--- src/rtl/csds_pkg.sv ---
`timescale 1ns / 1ps
// csds_pkg: shared types and constants of the compressed-stream dfa scanner
// depends on nothing; every rtl file but csds_ram refers to it by scoped names

package csds_pkg;

  // defaults for the top-level parameters
  localparam int STATE_BITS_DEF     = 10;
  localparam int WINDOW_DEPTH_DEF   = 32768;
  localparam int MAX_REF_LENGTH_DEF = 258;

  // fixed port field widths
  localparam int FIELD_STATE_W   = 10;
  localparam int BYTE_W          = 8;
  localparam int COUNT_W         = 32;
  // widest history address that any legal window depth needs
  localparam int HIST_ADDR_MAX_W = 16;

  // queue depths
  localparam int CMDQ_DEPTH = 4;
  localparam int OUTQ_DEPTH = 4;

  typedef enum logic [1:0] {
    ACT_SCAN         = 2'd0,
    ACT_WRITE_NEXT   = 2'd1,
    ACT_WRITE_ACCEPT = 2'd2,
    ACT_RESTART      = 2'd3
  } action_t;

  // classified item, front to back
  typedef struct packed {
    action_t                      action;
    logic [BYTE_W-1:0]            text_byte;
    logic [FIELD_STATE_W-1:0]     table_state;
    logic [FIELD_STATE_W-1:0]     table_next;
    logic                         accept_value;
    logic                         new_ref;      // byte opens a back-reference
    logic                         active;       // inside a usable back-reference
    logic                         before_zero;  // referenced byte is the first of the text
    logic                         last;         // final byte of the reference
    logic [HIST_ADDR_MAX_W-1:0]   wr_addr;      // history slot of this byte
    logic [HIST_ADDR_MAX_W-1:0]   src_addr;     // history slot of the referenced byte
    logic [HIST_ADDR_MAX_W-1:0]   prev_addr;    // history slot just before it
  } cmd_t;

  // result item
  typedef struct packed {
    logic [FIELD_STATE_W-1:0] dfa_state;
    logic                     accepting;
    logic                     was_scanned;
    logic [COUNT_W-1:0]       scan_total;
    logic [COUNT_W-1:0]       match_total;
  } out_item_t;

endpackage

--- src/rtl/csds_queue.sv ---
`timescale 1ns / 1ps
// csds_queue: small register-based fifo with valid/ready on both sides
// depends on csds_pkg for the default depth

module csds_queue #(
  parameter int WIDTH = 1,
  parameter int DEPTH = csds_pkg::CMDQ_DEPTH
) (
  input  logic                         clk,
  input  logic                         rst_n,
  input  logic                         push_valid,
  output logic                         push_ready,
  input  logic [WIDTH-1:0]             push_data,
  output logic                         pop_valid,
  input  logic                         pop_ready,
  output logic [WIDTH-1:0]             pop_data,
  output logic [$clog2(DEPTH+1)-1:0]   count
);

  localparam int AW = (DEPTH > 1) ? $clog2(DEPTH) : 1;
  localparam int CW = $clog2(DEPTH + 1);

  logic [WIDTH-1:0] slots_r [DEPTH];
  logic [AW-1:0]    wr_ptr_r, wr_ptr_nxt;
  logic [AW-1:0]    rd_ptr_r, rd_ptr_nxt;
  logic [CW-1:0]    count_r, count_nxt;
  logic             do_push, do_pop;

  assign push_ready = (count_r != CW'(DEPTH));
  assign pop_valid  = (count_r != '0);
  assign pop_data   = slots_r[rd_ptr_r];
  assign count      = count_r;

  assign do_push = push_valid && push_ready;
  assign do_pop  = pop_valid && pop_ready;

  always_comb begin
    wr_ptr_nxt = wr_ptr_r;
    rd_ptr_nxt = rd_ptr_r;
    if (do_push) begin
      wr_ptr_nxt = (wr_ptr_r == AW'(DEPTH - 1)) ? '0 : wr_ptr_r + AW'(1);
    end
    if (do_pop) begin
      rd_ptr_nxt = (rd_ptr_r == AW'(DEPTH - 1)) ? '0 : rd_ptr_r + AW'(1);
    end
    count_nxt = count_r + CW'(do_push) - CW'(do_pop);
  end

  always_ff @(posedge clk) begin
    if (!rst_n) begin
      wr_ptr_r <= '0;
      rd_ptr_r <= '0;
      count_r  <= '0;
    end else begin
      wr_ptr_r <= wr_ptr_nxt;
      rd_ptr_r <= rd_ptr_nxt;
      count_r  <= count_nxt;
    end
  end

  always_ff @(posedge clk) begin
    if (do_push) begin
      slots_r[wr_ptr_r] <= push_data;
    end
  end

endmodule

--- config.mk ---
export PLATFORM = sky130hd
export DESIGN_NAME = csds_queue
export DESIGN_NICKNAME = d
export VERILOG_FILES = /design/src/rtl/csds_pkg.sv /design/src/rtl/csds_queue.sv
export SDC_FILE = /design/constraint.sdc
export NUM_CORES = 1
export LEC_CHECK = 0
export ABC_AREA = 1
export BUFFER_PORTS_ARGS = -buffer_cell sky130_fd_sc_hd__buf_2
export CAP_MARGIN = 20
export CORE_UTILIZATION = 25
export DETAILED_ROUTE_END_ITERATION = 6
export RECOVER_POWER = 25
export REMOVE_ABC_BUFFERS = 1
export SYNTH_ARGS = -nofsm -noshare
export SYNTH_HDL_FRONTEND = slang
export SYNTH_SLANG_ARGS = --single-unit
export TNS_END_PERCENT = 100
--- constraint.sdc ---
create_clock -name clk -period 1.9 [get_ports clk]
set_input_delay 0.19 -clock clk [delete_from_list [all_inputs] [get_ports clk]]
set_output_delay 0.19 -clock clk [all_outputs]
set_load 0.01 [all_outputs]
Yosys cells after proc, flatten, opt, wreduce, memory -nomap -nowiden
Memories as Yosys holds them, arrays and structs flattened. A register that Yosys moved wholly into a read port is not among the register bits. Cells that the tools add are included.

Bits in registers: 7. RAM bits: 4. Input bits: 5. Logic and storage cells: 20. Memories: 1.

Memory list: slots_r (depth 4, width 1, rd ports 1, clocked after memory_dff 1, write ports 1, line csds_queue.sv:23) `logic [WIDTH-1:0] slots_r [DEPTH];`.

Add/subtract/negate cells: 4. Equal/unequal tests: 3. Mux-type cells: 6. Reductions and logical operators: 3.

Operators with widths (number): $mux 2 (4); $add 2x1->2 const B (2); $eq 2x2->1 const B (2); $add 3x1->3 (1); $ne 3x3->1 const B (1); $reduce_bool 3->1 (1); $sub 3x1->3 (1); $logic_and 1x1->1 (2); $mux 1 (2).

Logic depth before layout (Yosys ltp)
Gate-level depths: netlist (run 1).

Word-level depth: 4. Depth in mapped cells: 10.

Least setup slack after synthesis (run 1)
Ideal clock, no wire load.

Path type: register to register. Start: register count_r[1], in the netlist count[1]. End: register count_r[2], in the netlist count[2]. Library setup time: 0.117 ns. Arrival time: 1.772 ns. Slack: 0.010 ns. Stages on the path, launching flop included: 11. Period minus slack after synthesis: 1.890 ns. Cell sequence: dfxtp_1 -> nor2_4 -> nand2_4 -> nand2_2 -> ha_1 -> inv_1 -> ha_1 -> inv_1 -> fa_1 -> o21ai_1 -> nor2_1.

Cells in the longest elaborated chain, start to end: 4. Elaborated cells on any way between the ends: 6. Classes of those cells: add/sub (2); eq/ne (1); reduce/logical (3).

RTL lines: start: declaration (line csds_queue.sv:26) `logic [CW-1:0] count_r, count_nxt;`; start signal: assignment (line csds_queue.sv:57) `count_r <= count_nxt;`; $ne 3x3->1 (line csds_queue.sv:29) `assign push_ready = (count_r != CW'(DEPTH));`; via push_ready (line csds_queue.sv:12) `output logic push_ready,`; $logic_and 1x1->1 (line csds_queue.sv:34) `assign do_push = push_valid && push_ready;`; $add 3x1->3 (line csds_queue.sv:46) `count_nxt = count_r + CW'(do_push) - CW'(do_pop);`; $sub 3x1->3 (line csds_queue.sv:46).

The timed path passes the listed nets, and every way through them passes these cells. A chain may end at the register's enable or synchronous reset.

Worst setup path in the final report (run 1)
Start: register count_r[2], in the netlist count[2]. End: register count_r[1], in the netlist count[1].

Cells in the longest elaborated chain, start to end: 4. Elaborated cells on any way between the ends: 6. Classes of those cells: add/sub (2); eq/ne (1); reduce/logical (3).

RTL lines (line): $ne 3x3->1 (csds_queue.sv:29); $logic_and 1x1->1 (csds_queue.sv:34); $add 3x1->3 (csds_queue.sv:46); $sub 3x1->3 * (csds_queue.sv:46).

Mark *: on every way between the ends. The rest lies on a longest branch, timed or not.

==> run_results.csv, run 1 <==
group,metric,value,unit
status,outcome,"complete, no violations",
worst_setup_path,cp-endpoint,"count[1]$_SDFF_PN0_",
cts,insertion_delay,0.27,ns
sta,finalHoldViolations,0,
pwr,p_int,0.0006904,W
worst_setup_path,setup.worst_path.start,"count[2]$_SDFF_PN0_",
floorplan,ios,11,
floorplan,coreArea,2500,um2
grt,grt.busiest_layer,"met2",
cts,clockRootBuffer,"clkbuf_4",
cts,cts_inserted_buffers,3,
sta,tns,0,ns
route,routed_wl,1036,um
worst_setup_path,rr_worst_depth,8,
placed_design,numPortBuffers,10,
worst_setup_path,critPathArrivalTime,1.95,ns
floorplan,die_height,53.89,um
cts,clk_path_buf_depth,2,
min_path,hold_class,"primary input to flip-flop",
pwr,p_switching,0.0004582,W
sta,maxSlewHeadroom,88.92,%
route,wire_per_inst,8.288,um
pwr,p_leak,0.3938,nW
logic_synthesis,synth_area_per_cell,8.521,um2
sta,maxSlewViolCount,0,
placed_design,placed_area,768.2,um2
pwr,p_comb_share,47.5,%
route,first_iter_violations,1,
cts,clock-sinks,13,
pwr,irDropWorstVdd,0.0006135,V
logic_synthesis,synth_top_area_share,26.77,%
pwr,swShare,39.89,%
cells_and_area,syn_to_final_growth,20.45,%
cells_and_area,finalInstanceArea,810.8,um2
pwr,power_density,1417,nW/um2
grt,grt_pass1_wl,1662,um
logic_synthesis,yosysWarnings,0,
cells_and_area,final_common_cell,"inv_1",
route,vias_per_cell,4.040,
sta,setup_ws,0.1286,ns
cells_and_area,fin_nets,109,
grt,grtUsageTotal,8.412,%
cts,clkTransAtPathRegs,0.08,ns
worst_setup_path,worstPathRequired,2.08,ns
logic_synthesis,ys_seq_elements,13,
route,vias,505,
cells_and_area,drive_above_1_share,23.16,%
sta,tightest_slew,0.1647,ns
sta,min_period,1.771,ns
placed_design,gp_routability_congestion,0.7506,
logic_synthesis,synthCells,79,
route,ant_nets,0,
cts,tritoncts,"built",
logic_synthesis,yosys.area.top_type,"dfxtp_1",
cells_and_area,most-common-layout-cells,"inv_1, nor2_1, nand2_1",
sta,fin_crit_sh,93.23,%
logic_synthesis,yosysSeqAreaShare,44.61,%
worst_setup_path,cp-start-kind,"flip-flop",
grt,grt_max_degree,8,
grt,use_met2,14.40,%
pwr,seq_power_share,38.1,%
logic_synthesis,synth_cell_types,16,
logic_synthesis,synthesis.area,673.1,um2
worst_setup_path,crit_fanout,4,
worst_setup_path,r2r_start,"count[2]$_SDFF_PN0_",
floorplan,fp-row-count,18,
worst_setup_path,regToRegSetupSlack,0.13,ns
worst_setup_path,worst-setup-path-type,"flip-flop to flip-flop",
cts,h-tree-depth,1,
grt,antenna_found_initial,0,
worst_setup_path,crit_path_end_kind,"flip-flop",
placed_design,place_ws,0.007930,ns
grt,grt_pass1_vias,446,
floorplan,start_util,26.93,%
sta,skew,0.007946,ns
sta,rsz0062_at_grt,"false",
worst_setup_path,r2r-end,"count[1]$_SDFF_PN0_",
placed_design,hpwl,822.1,um
sta,setup_viol,0,
sta,max_freq,564.5,MHz
route,drt_pass1_iterations,3,
grt,use_met1,7.877,%
logic_synthesis,synthTopCellsByArea,"dfxtp_1, edfxtp_1, ha_1, inv_1, nor2_1",
floorplan,die_x,53.89,um
route,route.detailed.drc,0,
floorplan,die-area,2904,um2
grt,grt_use_met3,4.237,%
pwr,clkPwrFrac,14.4,%
cells_and_area,n_antenna_cell,0,
grt,grt-ovfl-total,0,
flow_run,maxCapViolCount,0,
-- power groups by stage --
stage	combinational, W	sequential [W]	clock, W
3_3_place_gp	0.000514	0.000435	0
2_1_floorplan	0.000353	0.000451	0
6_report	0.000545	0.000438	0.000166
5_1_grt	0.000630	0.000445	0.000181
4_1_cts	0.000545	0.000440	0.000173
3_5_place_dp	0.000521	0.000439	0
-- worst min path at each step --
| stage | from | endpoint | slack [ns] | cells past startpoint |
|---|---|---|---|---|
| detailed placement | push_data | slots_r[1]$_DFFE_PP_ | 0.41 | 1 |
| CTS | push_data | slots_r[1]$_DFFE_PP_ | 0.12 | 1 |
| finish | push_data | slots_r[1]$_DFFE_PP_ | 0.18 | 1 |
| global route | push_data | slots_r[1]$_DFFE_PP_ | 0.18 | 1 |
| global placement | push_data | slots_r[1]$_DFFE_PP_ | 0.41 | 1 |
| floorplan | rst_n | count[0]$_SDFF_PN0_ | 0.29 | 2 |
-- layout make-up --
| cell class | instances | area (um2) |
|---|---|---|
| Tap cell | 30 | 37.54 |
| Fill cell | 271 | 1689 |
| Timing Repair Buffer | 12 | 63.81 |
| Inverter | 17 | 63.81 |
| Multi-Input combinational cell | 49 | 316.6 |
| Sequential cell | 13 | 302.8 |
| Clock buffer | 4 | 26.28 |
-- cell families (layout without fill, tap and decap cells) --
| group | count (synthesis) | in the layout | share of synthesized area [%] |
|---|---|---|---|
| AO/OA/AOI/OAI | 10 | 10 | 8.177 |
| adder cells (fa/ha/maj) | 8 | 8 | 15.98 |
| buffers and inverters | 17 | 33 | 9.479 |
| AND/OR/NAND/NOR | 31 | 31 | 21.75 |
| flip-flops | 13 | 13 | 44.61 |
-- per-stage QoR --
step	total power [W]	hold slack (ns)	cells	utilization, %
after global placement	0.0009498	0.4106	120	30.73
final	0.001149	0.1754	125	32.43
after CTS	0.001157	0.1230	125	32.18
after global routing	0.001257	0.1782	125	32.43
after detailed placement	0.0009600	0.4077	120	30.73
after floorplan	0.0008036	0.2876	79	-
-- cell usage after synthesis (all sizes together) --
library cell / count
a21boi: 2
a21oi: 4
dfxtp: 9
edfxtp: 4
fa: 1
ha: 7
inv: 17
nand2: 13
nand3: 4
nor2: 14
o21ai: 4
-- worst max-delay path, cell delays in order (launching register included) --
cell	delay [ns]
dfxtp_2	0.39
inv_2	0.07
a21boi_0	0.18
ha_1	0.25
inv_1	0.05
ha_1	0.13
inv_1	0.05
fa_2	0.51
nor2_1	0.04
-- what timing repair did --
action                     CTS  global route
setup endpoints to repair    1             1
resized for setup            2             2
setup buffers                1             0
hold endpoints to repair     0             0
pin swaps                    1             1
hold buffers                 0             0
-- layer usage --
layer / routed length, um / share of wire [%]
met5: 0 / 0
met4: 16 / 1.5
met3: 49 / 4.7
met2: 485 / 47
met1: 485 / 47
(Power assumes the default switching activity.)
==> inputs of run 2 (changes only) <==
--- a/config.mk
+++ b/config.mk
@@ -8,6 +8,7 @@
 export ABC_AREA = 1
 export BUFFER_PORTS_ARGS = -buffer_cell sky130_fd_sc_hd__buf_2
 export CAP_MARGIN = 20
+export CORE_ASPECT_RATIO = 1.25
 export CORE_UTILIZATION = 25
 export DETAILED_ROUTE_END_ITERATION = 6
 export RECOVER_POWER = 25
==> run 2 against run 1 <==
  * Sequential cell count did not move
  * Fmax is 0.25% lower
  * Power down 1.1%
  * Critical path type unchanged
  * Critical endpoint is now count[2]$_SDFF_PN0_
  * Largest cell class unchanged
==> run_results.csv, run 2 (same netlist as run 1, synthesis figures left out) <==
group,metric,value,unit
min_path,min_to,"slots_r[0]$_DFFE_PP_",
sta,setup_viol,0,
pwr,p_int,0.0006803,W
sta,fin_crit_sh,93.47,%
grt,grt_pass1_vias,438,
sta,rsz0062_at_grt,"false",
cells_and_area,most-common-layout-cells,"inv_1, nor2_1, nand2_1",
min_path,min_path_cells,1,
cts,clockRootBuffer,"clkbuf_4",
grt,grt_pass1_wl,1821,um
pwr,seq_power_share,38.2,%
worst_setup_path,r2r-end,"count[2]$_SDFF_PN0_",
worst_setup_path,path_depth,10,
floorplan,die_x,48.41,um
cells_and_area,syn_to_final_growth,20.63,%
sta,min_period,1.776,ns
route,routed_wl,1007,um
floorplan,start_util,26.90,%
sta,maxSlewViolCount,0,
pwr,power,0.001136,W
grt,grt-ovfl-total,0,
cells_and_area,drive_above_1_share,22.11,%
floorplan,die-area,2905,um2
placed_design,numPortBuffers,10,
cts,tritoncts,"built",
route,first_iter_violations,2,
worst_setup_path,worstPathRequired,2.11,ns
route,vias_per_cell,3.922,
worst_setup_path,crit_path_end_kind,"flip-flop",
min_path,hp-start,"push_data",
worst_setup_path,critPathArrivalTime,1.99,ns
floorplan,die_height,60.02,um
worst_setup_path,critPathTopFamily,"adder cells",
worst_setup_path,regToRegSetupSlack,0.12,ns
min_path,hold_class,"primary input to flip-flop",
route,drt_pass1_iterations,2,
status,outcome,"complete, no violations",
worst_setup_path,crit_slowest_cell,"fa_1",
route,ant_nets,0,
route,wire_per_inst,7.867,um
placed_design,gp_routability_congestion,0.6744,
worst_setup_path,rr_worst_depth,10,
floorplan,fp-row-count,20,
worst_setup_path,cp-start-kind,"flip-flop",
sta,tightest_slew,0.1611,ns
worst_setup_path,worst-setup-path-type,"flip-flop to flip-flop",
cells_and_area,final_common_cell,"inv_1",
pwr,p_comb_share,47.0,%
sta,finalHoldViolations,0,
grt,grt_max_degree,8,
worst_setup_path,crit_fanout,5,
pwr,power_density,1399,nW/um2
pwr,p_switching,0.0004561,W
grt,antenna_found_initial,0,
worst_setup_path,slowest_delay,0.37,ns
worst_setup_path,cp.buffers_inverters,2,
worst_setup_path,r2r_start,"count[0]$_SDFF_PN0_",
cells_and_area,n_antenna_cell,0,
placed_design,hpwl,816.9,um
sta,skew,0.007703,ns
route,route.detailed.drc,0,
pwr,p_leak,0.3950,nW
grt,grtUsageTotal,8.603,%
sta,maxSlewHeadroom,89.24,%
pwr,swShare,40.14,%
pwr,irDropWorstVdd,0.0005028,V
cts,clkTransAtPathRegs,0.08,ns
cts,clk_path_buf_depth,2,
cells_and_area,fin_nets,109,
cells_and_area,fillers,271,
cts,clock-sinks,13,
floorplan,ios,11,
sta,tns,0,ns
cts,insertion_delay,0.27,ns
route,vias,502,
cts,hold_buffers,0,
flow_run,maxCapViolCount,0,
pwr,clkPwrFrac,14.8,%
cts,cts_inserted_buffers,3,
worst_setup_path,worstPathCellList,"nor2_4, nand2_4, nand2_4, ha_1, inv_1, ha_1, inv_1, fa_1, a21boi_0, nor2_1",
cts,h-tree-depth,1,
floorplan,coreArea,2502,um2
sta,max_freq,563.1,MHz
run 2: cell counts in the layout (fill, tap and decap cells not counted):
No cell type changed its count.
run 2: worst register-to-register path, cell delays in order, from the launching register on:
cell and delay, ns:
dfxtp_2 0.35, nor2_4 0.17, nand2_4 0.08, nand2_4 0.08, ha_1 0.23, inv_1 0.06
ha_1 0.13, inv_1 0.04, fa_1 0.37, a21boi_0 0.13, nor2_1 0.09
run 2: through the flow:
| stage | std cells | setup slack (ns) | utilization [%] | hold WS [ns] | instance area (um2) |
|---|---|---|---|---|---|
| final | 128 | 0.1241 | 32.45 | 0.1832 | 812.0 |
| after global placement | 123 | 0.08126 | 30.85 | 0.4175 | 772.0 |
| after detailed placement | 123 | 0.05580 | 30.85 | 0.4168 | 772.0 |
| after CTS | 127 | 0.03907 | 31.90 | 0.1332 | 798.3 |
| after floorplan | 79 | 0.01038 | - | 0.2876 | 673.1 |
| after global routing | 128 | 0.002880 | 32.45 | 0.1837 | 812.0 |
run 2: worst max-delay path by stage:
stage	from	endpoint	slack, ns
global route	count[0]$_SDFF_PN0_	count[2]$_SDFF_PN0_	0.003
CTS	count[1]$_SDFF_PN0_	count[2]$_SDFF_PN0_	0.04
floorplan	count[1]$_SDFF_PN0_	count[2]$_SDFF_PN0_	0.01
finish	count[0]$_SDFF_PN0_	count[2]$_SDFF_PN0_	0.12
global placement	count[1]$_SDFF_PN0_	count[2]$_SDFF_PN0_	0.08
detailed placement	count[1]$_SDFF_PN0_	count[2]$_SDFF_PN0_	0.06
run 2: area by class of cell:
type,count,area (um2),area share [%]
Tap cell,33,41.29,5.085
Inverter,17,63.81,7.858
Multi-Input combinational cell,49,314.1,38.67
Timing Repair Buffer,12,63.81,7.858
Clock buffer,4,26.28,3.236
Sequential cell,13,302.8,37.29
run 2: metal layers:
| layer | global-route usage (%) | vias to the layer above | share of wire [%] |
|---|---|---|---|
| met2 | 13.08 | 10 | 43 |
| met5 | 0 | - | 0 |
| li1 | - | 275 | - |
| met4 | 6.303 | 0 | 1.8 |
| met1 | 10.11 | 213 | 50 |
| met3 | 3.053 | 4 | 4.6 |
run 2: power by group through the flow:
stage / combinational [W] / clock (W) / sequential [W]
6_report: 0.000534 / 0.000168 / 0.000434
5_1_grt: 0.000625 / 0.000196 / 0.000447
4_1_cts: 0.000523 / 0.000176 / 0.000430
3_5_place_dp: 0.000523 / 0 / 0.000436
3_3_place_gp: 0.000510 / 0 / 0.000435
2_1_floorplan: 0.000353 / 0 / 0.000451
run 2: timing repair:
item / CTS / global route
endpoints found under the setup margin: 0 / 1
hold endpoints to repair: 0 / 0
setup buffers: 0 / 1
gates resized for setup: 0 / 4
==> inputs of run 3 (changes only) <==
--- a/config.mk
+++ b/config.mk
@@ -8,9 +8,12 @@
 export ABC_AREA = 1
 export BUFFER_PORTS_ARGS = -buffer_cell sky130_fd_sc_hd__buf_2
 export CAP_MARGIN = 20
+export CELL_PAD_IN_SITES_DETAIL_PLACEMENT = 1
+export CELL_PAD_IN_SITES_GLOBAL_PLACEMENT = 1
 export CORE_ASPECT_RATIO = 1.25
 export CORE_UTILIZATION = 25
 export DETAILED_ROUTE_END_ITERATION = 6
+export PLACE_DENSITY_LB_ADDON = 0.1
 export RECOVER_POWER = 25
 export REMOVE_ABC_BUFFERS = 1
 export SYNTH_ARGS = -nofsm -noshare
==> run 3 against run 2 <==
  * Critical path depth is 1 lower
  * Cell count unchanged
  * Clock power increased by 2%
  * Sequential share of layout area decreased by 0.29 points
  * Fmax decreased by 0.88%
  * Design area increased by 0.77%
  * Global-route usage is 1.9 points higher
  * Worst setup slack lost 0.016 ns
  * Clock-buffer cell count unchanged
  * Die area unchanged
  * Power grew 3.9%
==> run_results.csv, run 3 (same netlist as run 1, synthesis figures left out) <==
group,metric,value,unit
status,outcome,"complete, no violations",
grt,grt_pass1_vias,517,
floorplan,die_x,48.41,um
sta,max_freq,558.2,MHz
grt,grt_max_degree,8,
cts,clk_path_buf_depth,2,
pwr,power_density,1442,nW/um2
sta,rsz0062_at_grt,"false",
sta,tightest_slew,0.1673,ns
floorplan,fp-row-count,20,
worst_setup_path,crit_slowest_cell,"fa_2",
placed_design,hpwl,993.5,um
cells_and_area,finalInstanceArea,818.3,um2
placed_design,numPortBuffers,10,
worst_setup_path,slowest_delay,0.52,ns
cts,cts_inserted_buffers,3,
worst_setup_path,worstPathRequired,2.08,ns
cts,clkTransAtPathRegs,0.08,ns
grt,antenna_found_initial,0,
route,first_iter_violations,4,
cells_and_area,final_common_cell,"inv_1",
worst_setup_path,critPathArrivalTime,1.97,ns
cells_and_area,syn_to_final_growth,21.56,%
worst_setup_path,worstPathCellList,"nor2_4, nand2_4, nand2_4, ha_1, inv_1, ha_1, inv_1, fa_2, nor2_1",
sta,fin_crit_sh,94.30,%
min_path,hold_class,"primary input to flip-flop",
worst_setup_path,crit_path_end_kind,"flip-flop",
worst_setup_path,cp-start-kind,"flip-flop",
floorplan,die-area,2905,um2
cts,clock-sinks,13,
sta,fin_hold_ws,0.1869,ns
cells_and_area,drive_above_1_share,24.21,%
route,vias_per_cell,4.148,
grt,grt-ovfl-total,0,
route,drt_pass1_iterations,3,
worst_setup_path,worst-setup-path-type,"flip-flop to flip-flop",
grt,grt_pass1_wl,2221,um
sta,maxSlewHeadroom,88.75,%
placed_design,placed_area,772.0,um2
placed_design,gp_routability_congestion,0.6800,
sta,finalHoldViolations,0,
pwr,p_leak,0.3950,nW
cells_and_area,most-common-layout-cells,"inv_1, nor2_1, nand2_1",
cts,insertion_delay,0.27,ns
cts,clockRootBuffer,"clkbuf_4",
route,route.detailed.drc,0,
sta,tns,0,ns
cells_and_area,fillers,315,
sta,skew,0.001593,ns
sta,maxSlewViolCount,0,
pwr,power,0.001180,W
cts,h-tree-depth,1,
route,ant_nets,0,
route,vias,531,
route,routed_wl,1233,um
floorplan,start_util,26.90,%
pwr,irDropWorstVdd,0.0005158,V
sta,min_period,1.792,ns
floorplan,die_height,60.02,um
floorplan,ios,11,
floorplan,coreArea,2502,um2
cts,tritoncts,"built",
cells_and_area,n_antenna_cell,0,
worst_setup_path,crit_fanout,6,
cells_and_area,fin_nets,109,
route,wire_per_inst,9.633,um
flow_run,maxCapViolCount,0,
grt,grtUsageTotal,10.52,%
sta,setup_viol,0,
run 3: worst max-delay path: cells and delay by family, from the launching register on:
family / cells / cell delay, ns
fa+ha+maj: 3 / 0.88
buf+inv: 2 / 0.10
simple gates: 4 / 0.36
flops: 1 / 0.35
run 3: power by group:
group	leakage [nW]	internal, W	total (W)	switching, W
logic	0.268	0.000248	0.000571	0.000323
clock network	0.0150	0.0000813	0.000172	0.0000906
registers	0.112	0.000370	0.000437	0.0000674
total	0.395	0.000700	0.00118	0.000481
run 3: routing by layer:
metal | up-vias | wire [um] | GRT usage [%]
met5 | - | 0 | 0
met3 | 4 | 37 | 2.290
met2 | 8 | 624 | 17.71
met4 | 0 | 24 | 7.563
met1 | 245 | 547 | 11.98
li1 | 274 | - | -
run 3: worst paths after layout:
path,start,end,slack [ns],cells after the start
min reg2reg,rd_ptr_r[1]$_SDFFE_PN0N_,rd_ptr_r[1]$_SDFFE_PN0N_,0.54,2
min,push_data,slots_r[1]$_DFFE_PP_,0.19,1
max,count[0]$_SDFF_PN0_,count[1]$_SDFF_PN0_,0.11,9
max reg2reg,count[0]$_SDFF_PN0_,count[1]$_SDFF_PN0_,0.11,9
run 3: per-stage QoR:
step / instances / utilization, % / worst slack [ns]
2_1_floorplan: 79 / - / 0.01038
3_3_place_gp: 123 / 30.85 / 0.04762
3_5_place_dp: 123 / 30.85 / 0.01973
4_1_cts: 127 / 31.90 / 0.01286
5_1_grt: 128 / 32.70 / 0.007691
6_report: 128 / 32.70 / 0.1084
run 3: what timing repair did:
item | CTS | global route
buffers inserted | 0 | 1
endpoints found under the setup margin | 0 | 2
hold buffers | 0 | 0
gates resized for setup | 0 | 6
run 3: cell type report:
| type | instances | area, um2 | area share (%) |
|---|---|---|---|
| inverters | 17 | 63.81 | 7.798 |
| flip-flops and latches | 13 | 302.8 | 37.00 |
| clock buffers | 4 | 26.28 | 3.211 |
| multi-input cells | 49 | 320.3 | 39.14 |
| repair buffers | 12 | 63.81 | 7.798 |
| well taps | 33 | 41.29 | 5.046 |
