$ cat src/rtl/csds_pkg.sv
`timescale 1ns / 1ps
// csds_pkg: shared types and constants of the compressed-stream dfa scanner
// depends on nothing; every rtl file but csds_ram refers to it by scoped names

package csds_pkg;

  // defaults for the top-level parameters
  localparam int STATE_BITS_DEF     = 10;
  localparam int WINDOW_DEPTH_DEF   = 32768;
  localparam int MAX_REF_LENGTH_DEF = 258;

  // fixed port field widths
  localparam int FIELD_STATE_W   = 10;
  localparam int BYTE_W          = 8;
  localparam int COUNT_W         = 32;
  // widest history address that any legal window depth needs
  localparam int HIST_ADDR_MAX_W = 16;

  // queue depths
  localparam int CMDQ_DEPTH = 4;
  localparam int OUTQ_DEPTH = 4;

  typedef enum logic [1:0] {
    ACT_SCAN         = 2'd0,
    ACT_WRITE_NEXT   = 2'd1,
    ACT_WRITE_ACCEPT = 2'd2,
    ACT_RESTART      = 2'd3
  } action_t;

  // classified item, front to back
  typedef struct packed {
    action_t                      action;
    logic [BYTE_W-1:0]            text_byte;
    logic [FIELD_STATE_W-1:0]     table_state;
    logic [FIELD_STATE_W-1:0]     table_next;
    logic                         accept_value;
    logic                         new_ref;      // byte opens a back-reference
    logic                         active;       // inside a usable back-reference
    logic                         before_zero;  // referenced byte is the first of the text
    logic                         last;         // final byte of the reference
    logic [HIST_ADDR_MAX_W-1:0]   wr_addr;      // history slot of this byte
    logic [HIST_ADDR_MAX_W-1:0]   src_addr;     // history slot of the referenced byte
    logic [HIST_ADDR_MAX_W-1:0]   prev_addr;    // history slot just before it
  } cmd_t;

  // result item
  typedef struct packed {
    logic [FIELD_STATE_W-1:0] dfa_state;
    logic                     accepting;
    logic                     was_scanned;
    logic [COUNT_W-1:0]       scan_total;
    logic [COUNT_W-1:0]       match_total;
  } out_item_t;

endpackage

$ cat src/rtl/csds_front.sv
`timescale 1ns / 1ps
// csds_front: accepts input items, tracks text position and back-reference
// bookkeeping, and hands classified items to the command queue; uses csds_pkg

module csds_front #(
  parameter int WINDOW_DEPTH   = csds_pkg::WINDOW_DEPTH_DEF,
  parameter int MAX_REF_LENGTH = csds_pkg::MAX_REF_LENGTH_DEF
) (
  input  logic                                  clk,
  input  logic                                  rst_n,
  input  logic                                  in_valid,
  output logic                                  in_ready,
  input  logic [1:0]                            in_action,
  input  logic [csds_pkg::BYTE_W-1:0]           in_text_byte,
  input  logic [8:0]                            in_ref_length,
  input  logic [15:0]                           in_ref_distance,
  input  logic [csds_pkg::FIELD_STATE_W-1:0]    in_table_state,
  input  logic [csds_pkg::FIELD_STATE_W-1:0]    in_table_next,
  input  logic                                  in_accept_value,
  output logic                                  cmd_valid,
  input  logic                                  cmd_ready,
  output csds_pkg::cmd_t                        cmd
);

  localparam int HA    = $clog2(WINDOW_DEPTH);
  localparam int REM_W = $clog2(MAX_REF_LENGTH + 1);
  localparam int LEN_W = (REM_W > 9) ? REM_W : 9;
  localparam int HMW   = csds_pkg::HIST_ADDR_MAX_W;
  localparam logic [HA:0]   WIN_EXT  = (HA + 1)'(WINDOW_DEPTH);
  localparam logic [HA-1:0] WIN_LAST = HA'(WINDOW_DEPTH - 1);

  logic [31:0]      tp_r, tp_nxt;
  logic [HA-1:0]    hp_r, hp_nxt;
  logic [REM_W-1:0] rem_r, rem_nxt;
  logic [HA-1:0]    off_r, off_nxt;

  csds_pkg::action_t action;
  logic              take;
  logic              new_ref, dist_ok;
  logic [REM_W-1:0]  rem_load, rem_cur;
  logic [HA-1:0]     off_load, off_cur;
  logic [HA:0]       diff, src_ext;
  logic [HA-1:0]     src_addr, prev_addr;

  assign action    = csds_pkg::action_t'(in_action);
  assign in_ready  = cmd_ready;
  assign cmd_valid = in_valid;
  assign take      = in_valid && cmd_ready;

  // a reference start loads length and distance
  assign new_ref  = (in_ref_length != '0);
  assign dist_ok  = (in_ref_distance != '0) && (32'(in_ref_distance) <= tp_r) &&
                    ({1'b0, in_ref_distance} < 17'(WINDOW_DEPTH));
  assign rem_load = (LEN_W'(in_ref_length) > LEN_W'(MAX_REF_LENGTH)) ?
                    REM_W'(MAX_REF_LENGTH) : REM_W'(in_ref_length);
  assign off_load = dist_ok ? in_ref_distance[HA-1:0] : '0;
  assign rem_cur  = new_ref ? rem_load : rem_r;
  assign off_cur  = new_ref ? off_load : off_r;

  // history slots, modulo the window
  assign diff      = {1'b0, hp_r} - {1'b0, off_cur};
  assign src_ext   = diff[HA] ? diff + WIN_EXT : diff;
  assign src_addr  = src_ext[HA-1:0];
  assign prev_addr = (src_addr == '0) ? WIN_LAST : src_addr - HA'(1);

  always_comb begin
    cmd              = '0;
    cmd.action       = action;
    cmd.text_byte    = in_text_byte;
    cmd.table_state  = in_table_state;
    cmd.table_next   = in_table_next;
    cmd.accept_value = in_accept_value;
    cmd.new_ref      = new_ref;
    cmd.active       = (rem_cur != '0) && (off_cur != '0);
    cmd.before_zero  = (tp_r == 32'(off_cur));
    cmd.last         = (rem_cur == REM_W'(1));
    cmd.wr_addr      = HMW'(hp_r);
    cmd.src_addr     = HMW'(src_addr);
    cmd.prev_addr    = HMW'(prev_addr);
  end

  always_comb begin
    tp_nxt  = tp_r;
    hp_nxt  = hp_r;
    rem_nxt = rem_r;
    off_nxt = off_r;
    if (take) begin
      unique case (action)
        csds_pkg::ACT_SCAN: begin
          rem_nxt = (rem_cur != '0) ? rem_cur - REM_W'(1) : '0;
          off_nxt = off_cur;
          hp_nxt  = (hp_r == WIN_LAST) ? '0 : hp_r + HA'(1);
          tp_nxt  = (tp_r == '1) ? tp_r : tp_r + 32'd1;
        end
        csds_pkg::ACT_RESTART: begin
          rem_nxt = '0;
          off_nxt = '0;
          hp_nxt  = '0;
          tp_nxt  = '0;
        end
        csds_pkg::ACT_WRITE_NEXT, csds_pkg::ACT_WRITE_ACCEPT: begin
          rem_nxt = rem_r;
        end
        default: begin
          rem_nxt = rem_r;
        end
      endcase
    end
  end

  always_ff @(posedge clk) begin
    if (!rst_n) begin
      tp_r  <= '0;
      hp_r  <= '0;
      rem_r <= '0;
      off_r <= '0;
    end else begin
      tp_r  <= tp_nxt;
      hp_r  <= hp_nxt;
      rem_r <= rem_nxt;
      off_r <= off_nxt;
    end
  end

endmodule

$ cat config.mk
export PLATFORM = sky130hd
export DESIGN_NAME = csds_front
export DESIGN_NICKNAME = d
export VERILOG_FILES = /design/src/rtl/csds_pkg.sv /design/src/rtl/csds_front.sv
export SDC_FILE = /design/constraint.sdc
export NUM_CORES = 1
export LEC_CHECK = 0
export ABC_CLOCK_PERIOD_IN_PS = 8850
export BUFFER_PORTS_ARGS = -buffer_cell sky130_fd_sc_hd__clkbuf_2
export CORE_MARGIN = 3
export CORE_UTILIZATION = 40
export DETAILED_ROUTE_END_ITERATION = 7
export PLACE_DENSITY = 0.64
export SETUP_SLACK_MARGIN = 0.15
export SLEW_MARGIN = 20
export SYNTH_ARGS = -nofsm -noshare
export SYNTH_HDL_FRONTEND = slang
export SYNTH_SLANG_ARGS = --single-unit
export TNS_END_PERCENT = 1
$ cat constraint.sdc
create_clock -name clk -period 8.85 [get_ports clk]
set_input_delay 1.3275 -clock clk [delete_from_list [all_inputs] [get_ports clk]]
set_output_delay 1.3275 -clock clk [all_outputs]
set_load 0.05 [all_outputs]
# After elaboration in Yosys (flattened, before gate mapping)
# Index checks and enable logic that the tools add are counted.
[totals]
elab_cells = 50
ff_bits = 71
mem_count = 0
out_inout_bits = 85
in_bits = 60
ram_bits = 0
romBits = 0
latchBits = 0
[classes]
n_lt_le_gt_ge = 3
muxes = 13
n_mul = 0
div_mod_pow = 0
reduce_logical = 15
eq_ne = 8
n_shift = 0
n_bitwise = 1
n_addsub = 6
[op_table]
columns = ["operator", "count"]
rows = [
  ["15-bit two-way mux", 5],
  ["32-bit one-hot mux with 2 select lines", 1],
  ["15-bit one-hot mux with 2 select lines", 2],
  ["32-bit by 1-bit adder with 32-bit output, second input constant", 1],
  ["32-bit by 15-bit == test with 1-bit output", 1],
  ["32-bit == test, second input constant", 1],
  ["16-bit by 32-bit less-or-equal comparator with 1-bit output", 1],
  ["32-bit two-way mux", 1],
  ["15-bit by 1-bit adder with 15-bit output, second input constant", 2],
  ["9-bit two-way mux", 3],
  ["9-bit one-hot mux with 2 select lines", 1],
  ["9-bit nonzero test", 2],
  ["16-bit < comparator, second input constant", 1],
  ["16-bit nonzero test", 1],
  ["15-bit by 15-bit subtractor with 16-bit output", 1],
  ["15-bit == test, second input constant", 1],
  ["15-bit logical NOT", 1],
  ["15-bit nonzero test", 1],
  ["15-bit by 1-bit subtractor with 15-bit output, second input constant", 1],
  ["9-bit by 1-bit == test with 1-bit output, second input constant", 1],
  ["9-bit > comparator, second input constant", 1],
  ["9-bit by 1-bit subtractor with 9-bit output, second input constant", 1],
  ["2-bit == test, second input constant", 2],
  ["1-bit logical AND", 4],
  ["other kinds (8)", 9],
]

# Logic depth before layout (Yosys ltp)
# Gate-level depths: netlist (run 1).
[depth]
ltp_word = 10
mapped_depth = 23
depth_no_buf = 21

# Least setup slack after synthesis (run 1)
# OpenSTA, ideal clock, no wires.
[synth_timing]
kind = "input -> output"
from = "input port in_ref_distance[14]"
to = "output port cmd[12] (netlist name)"
t_arrival_ns = 6.807
required_ns = 7.523
cell_stages = 20
n_path_buf = 2
setup_slack_ns = 0.716
cell_sequence = "ha_1 -> a21oi_1 -> nand2_1 -> a221oi_1 -> a31oi_1 -> nor2_2 -> clkbuf_1 -> a22o_1 -> inv_1 -> ha_1 -> clkbuf_1 -> o211ai_1 -> nand2b_1 -> nor2_1 -> a221o_1 -> a211oi_1 -> nand3b_1 -> nor3_4 -> a21boi_1 -> xor2_1"
[synth_rtl]
columns = ["item", "line", "source"]
rows = [
  ["start: declaration", "csds_front.sv:16", "input logic [15:0] in_ref_distance,"],
  ["end: declaration", "csds_front.sv:22", "output csds_pkg::cmd_t cmd"],
]

==> results.md, run 1 <==
- The worst setup path is of the input pin to output pin kind.
- The die is 127 um wide.
- The run finished with clean final reports.
- The number of maximum-capacitance constraint violations is 0.
- The power density of the placed cells is around 160 nW/um^2.
- For this block, the via count after detailed routing is 5,585.
- For this run, the detailed router's first-pass iteration total came to 6.
- For this run, design rule violations remaining after detail routing come to 0.
- Once detail routing completed, the nets flagged for antenna violations numbered 0.
- In the synthesized netlist the async set-or-reset flop fraction comes to 0%.
- The number of endpoints with negative hold slack in the final report is 0.
- The first global-routing pass estimated 26.0 mm of wire.
- The cell row count is 43.
- Counting flops with a built-in enable in the synthesized netlist gives 0.
- Headroom to the max-slew limit came out at about two fifths.
- Clock tree synthesis found a total of 71 sinks.
- Compared with the post-synthesis result, the final layout area differs by 9.87%.
- The upper clock frequency limit is 124 MHz.
- Cells with a size suffix above 1 make up 15.6% of the layout.
- In this run, post-CTS repair resized a total of 0 instances.
- The vias per cell is 5.65.
- The cell area after technology mapping is 5860 um^2.
- The number of antenna violations at the first check in global routing is 0.
- The required time reported for the critical path endpoint is between 7000 and 8000 ps.
- The hold buffer count at CTS is 0.
- 0 antenna diodes ended up in the layout.
- After clock tree synthesis, the clock-pin slew on the worst setup and hold paths is 60 ps.
- The number of buffers inserted by post-CTS setup repair is 0.
- For the final routed database, the setup TNS stands at 0 ps.
- The clock latency at the later pin of the worst-skew pair is 340 ps.
- After detailed routing, the average wire length per cell comes to 16.4 um.
- The number of library cell types mapped by synthesis is a little under 80.
- The CTS tree is yes.
- For this design the static power due to leakage is 2.69 nW.
- The number of I/O port buffers is a little over 80.
- Setup repair after global routing left no endpoint under its margin.
- For this run, the number of Yosys warnings is 0.
- The type of origin of the critical path is an input pin.
- The total global routing track utilization is 19.8%.
- The clock passes through at most 2 buffers.
- The weighted congestion reported at the end of routability-driven placement is 0.941.
- The sum of net half-perimeters after detailed placement is approximately 12 mm.
- The worst min-delay path category is flip-flop to flip-flop.
- The sum of routed wire length over all layers is 16.2 mm.
- The worst setup path is captured at an output pin.
- The die is 127 um tall.
- At the worst endpoint, the arrival time is 6700 ps.
- Sorting the synthesized cells by area gives the leading types as sky130_fd_sc_hd__dfxtp_1 24%, sky130_fd_sc_hd__ha_1 7.5%, sky130_fd_sc_hd__xnor2_1 7.3%, sky130_fd_sc_hd__nor2_1 6.2%, sky130_fd_sc_hd__buf_4 4.9%.
- For this block, the initial DRC count from the detailed router was approximately 410.
- In this run the clock root is driven by a sky130_fd_sc_hd__clkbuf_16.
- The routed design could run at a clock period as short as between 8000 and 9000 ps.
- Of all nets on the critical path, the largest fanout is 17.
- The setup violation total in the final timing report is 0.
- In the synthesized netlist the dominant register cell turns out to be sky130_fd_sc_hd__dfxtp_1.
- In this run the biggest area consumer among cell types represents 24.3% of the synthesized area.
- The die covers 16,100 um^2.
- On the final layout, the worst clock skew is 8.20 ps.
- After the last flow step, the layout net total stands at ~900.
- After synthesis, flip-flops and latches occupy 24.3% of the total area.
- The largest area contributor in the synthesized netlist is sky130_fd_sc_hd__dfxtp_1.
- The core region is 14,100 um^2.
- For the pin with the worst max-slew slack, the measured transition is 902 ps.
- The mean cell area of the mapped netlist is about 7.6 um^2.
- Once the floorplan was initialized, standard cells occupied approximately two fifths of the core.
- The number of pins exceeding their max-slew limit in the final report is 0.
- Global routing finished with a remaining overflow of 0.
- The portion of the clock cycle consumed by the worst path in the final layout is 90.8%.
- Once layout is complete, the utilization of the core stands at a little under half.
- The pin count of the biggest net entering global routing is 32.
- CTS built an H-tree with a depth of 3.
- The number of global-route vias before repair is a little over 5,000.
- Across the VDD grid, the largest voltage drop is 0.0682 mV.
- The TritonCTS buffer count is 9.
- Synthesis inferred 71 register bits.
- For this design the top-level I/O count stands at 145.
- Synthesis handed over a netlist of 770 instances.
-- flip-flops by register name (all words and copies together), names as in the netlist --
name / flops
tp_r: 32
rem_r: 9
off_r: 15
hp_r: 15
-- synthesized netlist by cell type, types with 13 or more instances --
master,number
sky130_fd_sc_hd__inv_1,58
sky130_fd_sc_hd__ha_1,35
sky130_fd_sc_hd__dfxtp_1,71
sky130_fd_sc_hd__nand3_1,30
sky130_fd_sc_hd__clkbuf_1,27
sky130_fd_sc_hd__nand2_1,47
sky130_fd_sc_hd__xnor2_1,49
sky130_fd_sc_hd__nand4_1,16
sky130_fd_sc_hd__nor4_1,16
sky130_fd_sc_hd__a21o_1,15
sky130_fd_sc_hd__or3_1,13
sky130_fd_sc_hd__o21ai_0,23
sky130_fd_sc_hd__nor3_1,19
sky130_fd_sc_hd__a21oi_1,39
sky130_fd_sc_hd__buf_4,38
sky130_fd_sc_hd__a22oi_1,22
sky130_fd_sc_hd__xor2_1,23
sky130_fd_sc_hd__nor2_1,96
-- critical path, stage by stage --
cell and delay (ps):
sky130_fd_sc_hd__clkbuf_2 100, sky130_fd_sc_hd__ha_1 320, sky130_fd_sc_hd__a21oi_1 160, sky130_fd_sc_hd__nand2_1 90, sky130_fd_sc_hd__a221oi_1 500, sky130_fd_sc_hd__a31oi_1 260
sky130_fd_sc_hd__nor2_2 570, sky130_fd_sc_hd__a22o_1 340, sky130_fd_sc_hd__inv_1 120, sky130_fd_sc_hd__ha_1 280, sky130_fd_sc_hd__a21o_1 200, sky130_fd_sc_hd__nand2_1 70
sky130_fd_sc_hd__nand2_1 60, sky130_fd_sc_hd__o31ai_1 420, sky130_fd_sc_hd__a21oi_4 120, sky130_fd_sc_hd__o31ai_4 310, sky130_fd_sc_hd__xor2_1 210, sky130_fd_sc_hd__nand3b_1 230
sky130_fd_sc_hd__nor3_4 320, sky130_fd_sc_hd__nand4_2 230, sky130_fd_sc_hd__nand3b_1 160, sky130_fd_sc_hd__clkbuf_2 280
-- final cells by class --
| type | count | area (um^2) |
|---|---|---|
| well taps | 180 | 225 |
| clock buffers | 10 | 229 |
| multi-input cells | 574 | 3820 |
| inverters | 61 | 229 |
| fillers | 1458 | 7660 |
| flip-flops and latches | 71 | 1420 |
| clock inverters | 6 | 67.6 |
| repair buffers | 86 | 438 |
-- layer usage --
metal	up-vias	global-route usage [%]	share of wire [%]
met2	174	31.0	44
met4	0	5.93	1.6
met3	20	3.47	6.6
li1	2763	-	-
met1	2628	28.0	47
met5	-	0	0
-- where the power goes --
| group | internal, mW | switching [mW] | total (mW) |
|---|---|---|---|
| sequential | 0.322 | 0.00184 | 0.324 |
| clock | 0.220 | 0.148 | 0.368 |
| combinational | 0.0818 | 0.229 | 0.311 |
| total | 0.623 | 0.379 | 1.00 |
-- path summary, 6_finish.rpt --
kind | startpoint | end | slack [ps] | cells after the start
min | off_r[11]$_SDFFE_PN0P_ | off_r[11]$_SDFFE_PN0P_ | 500 | 2
max reg2reg | tp_r[6]$_SDFFE_PN0P_ | tp_r[30]$_SDFFE_PN0P_ | 5430 | 11
max | in_ref_distance[14] | cmd[3] | 820 | 22
min reg2reg | off_r[11]$_SDFFE_PN0P_ | off_r[11]$_SDFFE_PN0P_ | 500 | 2
-- cells by family after synthesis --
| group | share of synthesized area (%) |
|---|---|
| other | 0.0640 |
| AND/OR/NAND/NOR | 24.9 |
| multiplexers | 0.171 |
| flip-flops | 24.3 |
| adder cells (fa/ha/maj) | 7.99 |
| AO/OA/AOI/OAI | 21.3 |
| buffers and inverters | 10.6 |
| XOR/XNOR | 10.8 |
-- through the flow --
stage / total power, mW / setup WS (ps) / hold slack [ps] / cell area, um^2 / std cells
detailed placement: 0.641 / 852 / 479 / 6130 / 972
floorplan: 0.610 / 716 / 454 / 5860 / 772
finish: 1.00 / 818 / 499 / 6430 / 988
CTS: 1.01 / 857 / 498 / 6430 / 988
global placement: 0.640 / 901 / 470 / 6130 / 972
global route: 1.04 / 377 / 531 / 6430 / 988
-- placed cells by master, fill, tap and decap left out, drive strengths merged, types with 4 or more instances in the layout --
cell type,Yosys,layout
a21o,15,15
a21oi,41,41
a22o,9,9
a22oi,23,23
a31oi,6,6
and2,5,5
and3,9,9
and4,5,5
clkbuf,27,93
dfxtp,71,71
ha,35,35
inv,61,63
nand2,47,47
nand2b,4,4
nand3,31,31
nand3b,4,4
nand4,17,17
nor2,97,97
nor2b,8,8
nor3,23,23
nor4,17,17
o21a,4,4
o21ai,31,31
o31ai,4,4
or3,14,14
xnor2,49,49
xor2,23,23
Note: power is estimated with default switching activity, not from simulation.
==> run 2: changes to the inputs <==
CELL_PAD_IN_SITES_DETAIL_PLACEMENT = 2   (was unset)
CELL_PAD_IN_SITES_GLOBAL_PLACEMENT = 2   (was unset)
CORE_UTILIZATION = 33   (was 40)
PLACE_DENSITY = 0.88   (was 0.64)
==> results.md, run 2 (synthesis results as in run 1) <==
- 0 antenna diodes ended up in the layout.
- STA puts the critical path data arrival time at approximately 6700 ps.
- Detailed routing inserted a total of 5,920 vias.
- Wires add up to 21.9 mm.
- The CTS tree is yes.
- The top cell types in the final layout, fill and taps aside, are 96 x sky130_fd_sc_hd__nor2_1, 83 x sky130_fd_sc_hd__clkbuf_2, 71 x sky130_fd_sc_hd__dfxtp_1, 58 x sky130_fd_sc_hd__inv_1, 49 x sky130_fd_sc_hd__xnor2_1.
- The number of nets still failing antenna checks after routing is 0.
- The worst setup path is captured at an output pin.
- The setup skew after layout is 9.14 ps.
- After clock tree synthesis, the clock-pin slew on the worst setup and hold paths is ~60 ps.
- The upper clock frequency limit is approximately 120 MHz.
- In this run the worst hold path is classified as flip-flop to flip-flop.
- The buffer depth of the longest clock path is 2.
- After clock tree synthesis, the repair step resized 0 gates.
- The cell row count is 48.
- Summed over all failing endpoints, the final setup total negative slack is 0 ps.
- The HPWL after detailed placement is 16.8 mm.
- The required time reported for the critical path endpoint is roughly 7500 ps.
- Clock latency on the worst-skew pair, taken at its later pin, is between 300 and 400 ps.
- The core region is 17,400 um^2.
- The total DRC errors in the routed layout is 0.
- The actual transition at the worst max-transition pin is 1030 ps.
- With fillers left out, the area of the finished cells amounts to between 6000 and 7000 um^2.
- Measured against its own limit, the worst slew margin works out to between 30% and 40%.
- Entering global routing, the biggest net connects 32 pins.
- The number of pins exceeding their max-slew limit in the final report is 0.
- The number of top-level pins is roughly 150.
- STA classifies the critical path startpoint as an input pin.
- Clock tree synthesis inserted a total of 9 buffers.
- The floorplan step set the die width to 139 um.
- The hold buffer count at CTS is 0.
- In this run the tool buffered the top-level ports with slightly above 80 buffer cells.
- The number of antenna violations at the first check in global routing is 0.
- The most common cell after layout, fill and taps aside is sky130_fd_sc_hd__nor2_1.
- After detailed placement, the total cell area comes to 6190 um^2.
- Dividing the detail-routed via count by the number of cells gives 5.73.
- The number of cells on the worst reg-to-reg path is 12.
- After detailed routing, the average wire length per cell comes to 21.2 um.
- The minimum clock period is 8070 ps.
- The maximum vdd drop is 0.107 mV.
- The count of nets after finishing is 899.
- The number of endpoints with negative hold slack in the final report is 0.
- The H-tree generated during clock tree synthesis spans 3 levels.
- The die is 139 um tall.
- The met2 usage is 38.7%.
- Setup repair after global routing left no endpoint under its margin.
- The finished layout holds 1,033 standard cells, fillers aside.
- The area enclosed by the die boundary is 19,400 um^2.
- For met3 alone, demand over resource in global routing was 3.24%.
- The first TritonRoute pass finished after 5 iterations.
- The number of global-route vias before repair was 6,327.
- The portion of the clock cycle consumed by the worst path in the final layout is between 90% and 100%.
- The maximum fanout along the worst path is 11.
- The initial utilization of the core area, before any placement, comes to 33.7%.
- The largest registers in the layout are tp_r (32), hp_r (15), off_r (15).
- From synthesis to final layout, the design area changed by 11.8%.
- The number of cells on the worst hold path is 2.
- The power density of the placed cells is ~170 nW/um^2.
- The number of maximum-capacitance constraint violations is 0.
- After clock tree synthesis, the setup repair step added 0 buffers.
- The layer flagged by global routing as most heavily used is met2.
- The worst setup path is of the input pin to output pin kind.
- The setup violation total in the final timing report is 0.
- After detailed placement, the design holds a cell count of 1,017.
- Global routing finished with a remaining overflow of 0.
- The number of clock sinks is 71.
- The run finished with clean final reports.
- In this run the static leakage power is ~2.7 nW.
- The share of layout cells above drive strength 1 is about 16%.
- The CTS root buffer is sky130_fd_sc_hd__clkbuf_16.
- The weighted congestion reported at the end of routability-driven placement is 0.895.
- The met1 demand-to-capacity share in global routing is 29.6%.
- The number of flip-flops in the largest register is 32.
- The register name with the most flops is tp_r.
- Global routing consumed, over all layers together, 22.7% of the routing resources.
- The initial DRC count is 371.
- The first global-routing pass estimated 35.3 mm of wire.
-- run 2: cell types whose count changed in the layout (fill, tap and decap cells not counted) --
cell                         before  now
sky130_fd_sc_hd__clkbuf_1         1    0
sky130_fd_sc_hd__bufinv_16        1    3
sky130_fd_sc_hd__a31oi_1          6    5
sky130_fd_sc_hd__a31oi_2          0    1
sky130_fd_sc_hd__inv_6            2    1
sky130_fd_sc_hd__clkinvlp_4       2    1
sky130_fd_sc_hd__clkinv_4         0    1
-- run 2: layout make-up --
type | instances | area [um^2]
inverters | 61 | 229
repair buffers | 86 | 438
clock inverters | 7 | 120
clock buffers | 9 | 225
fillers | 2048 | 10800
well taps | 225 | 282
multi-input cells | 574 | 3830
flip-flops and latches | 71 | 1420
-- run 2: worst max-delay path, cell delays in order --
cell and delay (ps):
sky130_fd_sc_hd__clkbuf_2 100, sky130_fd_sc_hd__ha_1 330, sky130_fd_sc_hd__nand4_1 190, sky130_fd_sc_hd__nor3_1 380, sky130_fd_sc_hd__a21o_1 280, sky130_fd_sc_hd__a31oi_1 160, sky130_fd_sc_hd__nor2_2 440, sky130_fd_sc_hd__buf_4 250
sky130_fd_sc_hd__a22o_1 240, sky130_fd_sc_hd__inv_1 100, sky130_fd_sc_hd__ha_1 270, sky130_fd_sc_hd__a21o_1 190, sky130_fd_sc_hd__nand2_1 60, sky130_fd_sc_hd__nand2_1 60, sky130_fd_sc_hd__o31ai_1 430, sky130_fd_sc_hd__a21oi_4 110
sky130_fd_sc_hd__o31ai_4 300, sky130_fd_sc_hd__xor2_1 220, sky130_fd_sc_hd__nand3b_1 230, sky130_fd_sc_hd__nor3_4 340, sky130_fd_sc_hd__nand4_2 260, sky130_fd_sc_hd__nand3b_1 170, sky130_fd_sc_hd__clkbuf_2 290
-- run 2: routing by layer --
layer  vias to the layer above  routed length, um
li1                       2754                  -
met1                      2964               9900
met2                       169              10600
met3                        33                931
met4                         0                464
met5                         -                  0
-- run 2: final timing paths --
check | start | to | slack, ps
max | in_ref_distance[14] | cmd[3] | 780
min | rem_r[8]$_SDFFE_PN0P_ | rem_r[8]$_SDFFE_PN0P_ | 490
max reg2reg | tp_r[7]$_SDFFE_PN0P_ | tp_r[28]$_SDFFE_PN0P_ | 5170
min reg2reg | rem_r[8]$_SDFFE_PN0P_ | rem_r[8]$_SDFFE_PN0P_ | 490
-- run 2: power by group --
| group | internal [mW] | total [mW] | switching, mW | leakage [nW] |
|---|---|---|---|---|
| Clock | 0.276 | 0.432 | 0.156 | 0.166 |
| Combinational | 0.0824 | 0.325 | 0.243 | 1.98 |
| Sequential | 0.322 | 0.324 | 0.00207 | 0.572 |
| Total | 0.680 | 1.08 | 0.400 | 2.72 |
-- run 2: metrics by stage --
stage | util (%) | hold WS, ps | total power, mW | worst slack (ps)
3_3_place_gp | 35.7 | 474 | 0.646 | 1140
5_1_grt | 37.7 | 549 | 1.12 | 183
6_report | 37.7 | 493 | 1.08 | 783
2_1_floorplan | - | 454 | 0.610 | 716
4_1_cts | 37.7 | 497 | 1.09 | 823
3_5_place_dp | 35.7 | 484 | 0.654 | 842
==> run 3: changes to the inputs <==
CORE_MARGIN = 1   (was 3)
==> results.md, run 3 (synthesis results as in run 1) <==
- The number of cells on the worst hold path is 2.
- The die is 135 um tall.
- The largest registers in the layout are tp_r (32), hp_r (15), off_r (15).
- For the final routed database, the setup TNS stands at 0 ps.
- The worst setup path is captured at an output pin.
- The number of maximum-capacitance constraint violations is 0.
- The setup violation total in the final timing report is 0.
- At the pin with the least slew margin, the transition time is 919 ps.
- After legalization and detailed placement, the total HPWL measured 16.0 mm.
- The path type of the worst setup path is input pin to output pin.
- Setup repair after global routing left no endpoint under its margin.
- The number of buffers inserted by post-CTS setup repair is 0.
- After global routing the overflow that remains totals 0.
- The first-pass GRT wire length is 32.4 mm.
- At the end of routability-driven placement, the weighted congestion stood at roughly 0.86.
- The data arrival time of the worst path is 6900 ps.
- The floorplan has 48 rows.
- For flop-to-flop paths, the worst setup slack is between 5000 and 6000 ps.
- The worst-case reg-to-reg path depth is 11.
- Of all nets on the critical path, the largest fanout is 17.
- VDD sags by at most 0.108 mV.
- The start of the worst register-to-register path is tp_r[6]$_SDFFE_PN0P_.
- The CTS tree is yes.
- The TritonCTS buffer count is 9.
- The signal on the critical path passes through clkbuf_2, ha_1, nand4_1, nor3_1, a21o_1, a31oi_1, nor2_2, a22o_1, inv_1, ha_1, a21o_1, nand2_1, nand2_1, o31ai_1, a21oi_4, o31ai_4, xor2_1, nand3b_1, nor3_4, nand4_2, nand3b_1, clkbuf_2.
- The total DRC errors in the routed layout is 0.
- The number of placed instances, taps included, is between 1,000 and 1,500.
- The CTS root buffer is sky130_fd_sc_hd__clkbuf_16.
- After floorplanning, the core was sized to cover 17,300 um^2.
- In this run the most used layer during global routing was met2.
- The quantity of gates resized following cts is 0.
- The worst setup path is launched from an input pin.
- The starting density of the core is roughly a third.
- The total global routing track utilization is 22.9%.
- The met2 usage is approximately two fifths.
- The number of antenna diodes in the final layout is 0.
- Relative to the synthesized area, the layout overhead comes to 10.4%.
- The endpoint identified for the worst register-to-register timing path is tp_r[30]$_SDFFE_PN0P_.
- Power spread over the standard cell area amounts to about 150 nW/um^2.
- The number of antenna violations at the first check in global routing is 0.
- The setup skew after layout is between 10 and 15 ps.
- In this run the count of I/O pins placed on the die edge is between 100 and 150.
- The count of buffers added on input and output ports is 83.
- Summing over every cut layer, the via total after detailed routing is just under 6,000.
- The final design instance area without fill is 6460 um^2.
- The minimum clock period is 8230 ps.
- The width of the chip is 135 um.
- Clock-pin slew was measured on the worst setup and hold paths at roughly 70 ps.
- The register with the most flip-flops in the layout has 32 of them.
- The number of endpoints with negative hold slack in the final report is 0.
- The buffer depth of the longest clock path is 2.
- CTS saw a little over 70 sinks.
- The total power of the final layout is 1.00 mW.
- The required time reported for the critical path endpoint is 7520 ps.
- The most common cell after layout, fill and taps aside is sky130_fd_sc_hd__nor2_1.
- The met1 demand-to-capacity share in global routing is 27.5%.
- The number of global-route vias before repair is between 6,000 and 7,000.
- The portion of the clock cycle consumed by the worst path in the final layout is 93.0%.
- At the placement stage, the worst setup path has a slack of 662 ps.
- The path class of the tightest hold or removal check is flip-flop to flip-flop.
- Global routing used ~3% of the available met3 tracks.
- Dividing the detail-routed via count by the number of cells gives 5.60.
- The floorplan step defined a die boundary enclosing 18,300 um^2.
- The leakage power summed over all cells is 2.67 nW.
- The sum of routed wire length over all layers is just over 20 mm.
- The number of pins exceeding their max-slew limit in the final report came to 0.
- The share of layout cells above drive strength 1 is 15.5%.
- Fill cells in the final layout number between 2,000 and 2,500.
- The top cell types in the final layout, fill and taps aside, are 96 x sky130_fd_sc_hd__nor2_1, 83 x sky130_fd_sc_hd__clkbuf_2, 71 x sky130_fd_sc_hd__dfxtp_1, 58 x sky130_fd_sc_hd__inv_1, 49 x sky130_fd_sc_hd__xnor2_1.
- The critical path's slowest cell is sky130_fd_sc_hd__nor2_2.
- The run finished with clean final reports.
- The later pin in the worst-skew pair is clocked with a latency of 350 ps.
- The worst slew margin relative to its limit is 38.4%.
- The number of nets still failing antenna checks after routing is 0.
- Setup slack on the critical path of the routed design comes to 619 ps.
- The detailed router finished its first iteration with 240 violations.
- Summing all placed instances gives a cell area of 6180 um^2.
- The clock tree synthesis step divided the H-tree into 3 levels.
- The mean routed wirelength per cell is 19.8 um.
- The worst hold path begins at off_r[2]$_SDFFE_PN0P_.
- The path with the worst hold slack has its endpoint at off_r[2]$_SDFFE_PN0P_.
- Derived from the worst setup path, the maximum achievable clock frequency is 121 MHz.
- The pin count of the biggest net entering global routing is 32.
- The register name with the most flops is tp_r.
- The count of nets after finishing is between 800 and 900.
- The first detailed-routing pass ran for 4 iterations.
- The hold buffer count at CTS is 0.
- The number of standard cells in the layout, taps in and fillers out is 1,031.
- For this run, the slowest stage of the critical path takes around 600 ps.
==> run 3: changes by cell type in the layout (fill, tap and decap cells not counted) <==
cell / previous run / this run
sky130_fd_sc_hd__a31oi_1: 5 / 6
sky130_fd_sc_hd__a31oi_2: 1 / 0
sky130_fd_sc_hd__buf_4: 3 / 1
sky130_fd_sc_hd__bufinv_16: 3 / 0
sky130_fd_sc_hd__clkbuf_8: 0 / 1
sky130_fd_sc_hd__clkinvlp_4: 1 / 3
==> run 3: worst max path at each step <==
stage | from | to | cells past startpoint
2_1_floorplan | in_ref_distance[14] | cmd[12] | 20
3_3_place_gp | in_ref_distance[14] | cmd[3] | 22
3_5_place_dp | in_ref_distance[14] | cmd[9] | 22
4_1_cts | in_ref_distance[14] | cmd[9] | 22
5_1_grt | in_ref_distance[14] | cmd[9] | 22
6_report | in_ref_distance[14] | cmd[9] | 22
==> run 3: cell type report <==
| class | count | area, um^2 | area share, % |
|---|---|---|---|
| clock inverter | 6 | 45.0 | 0.697 |
| inverter | 61 | 229 | 3.54 |
| tap | 225 | 282 | 4.36 |
| multi-input combinational | 574 | 3820 | 59.2 |
| timing repair buffer | 84 | 423 | 6.54 |
| sequential | 71 | 1420 | 22.0 |
| clock buffer | 10 | 239 | 3.70 |
==> run 3: layer usage <==
metal  wire, um  share of wire (%)  vias up
li1           -                  -     2745
met1       8800                 43     2866
met2      10200                 50      124
met3        693                3.4       37
met4        706                3.5        0
met5          0                  0        -
==> run 3: worst max-delay path, delay by kind of cell <==
family	cells	cell delay [ps]
fa+ha+maj	2	620
xor+xnor	1	220
compound gates	7	1820
buf+inv	3	540
simple gates	9	2360
==> run 3: power by group <==
group / internal (mW) / switching (mW)
clock: 0.198 / 0.158
combinational: 0.0816 / 0.239
sequential: 0.322 / 0.00197
==> run 3: metrics by stage <==
step	util (%)	hold slack, ps
final	37.4	504
after global routing	37.4	539
after CTS	37.3	512
after detailed placement	35.7	489
after global placement	35.7	482
after floorplan	-	454
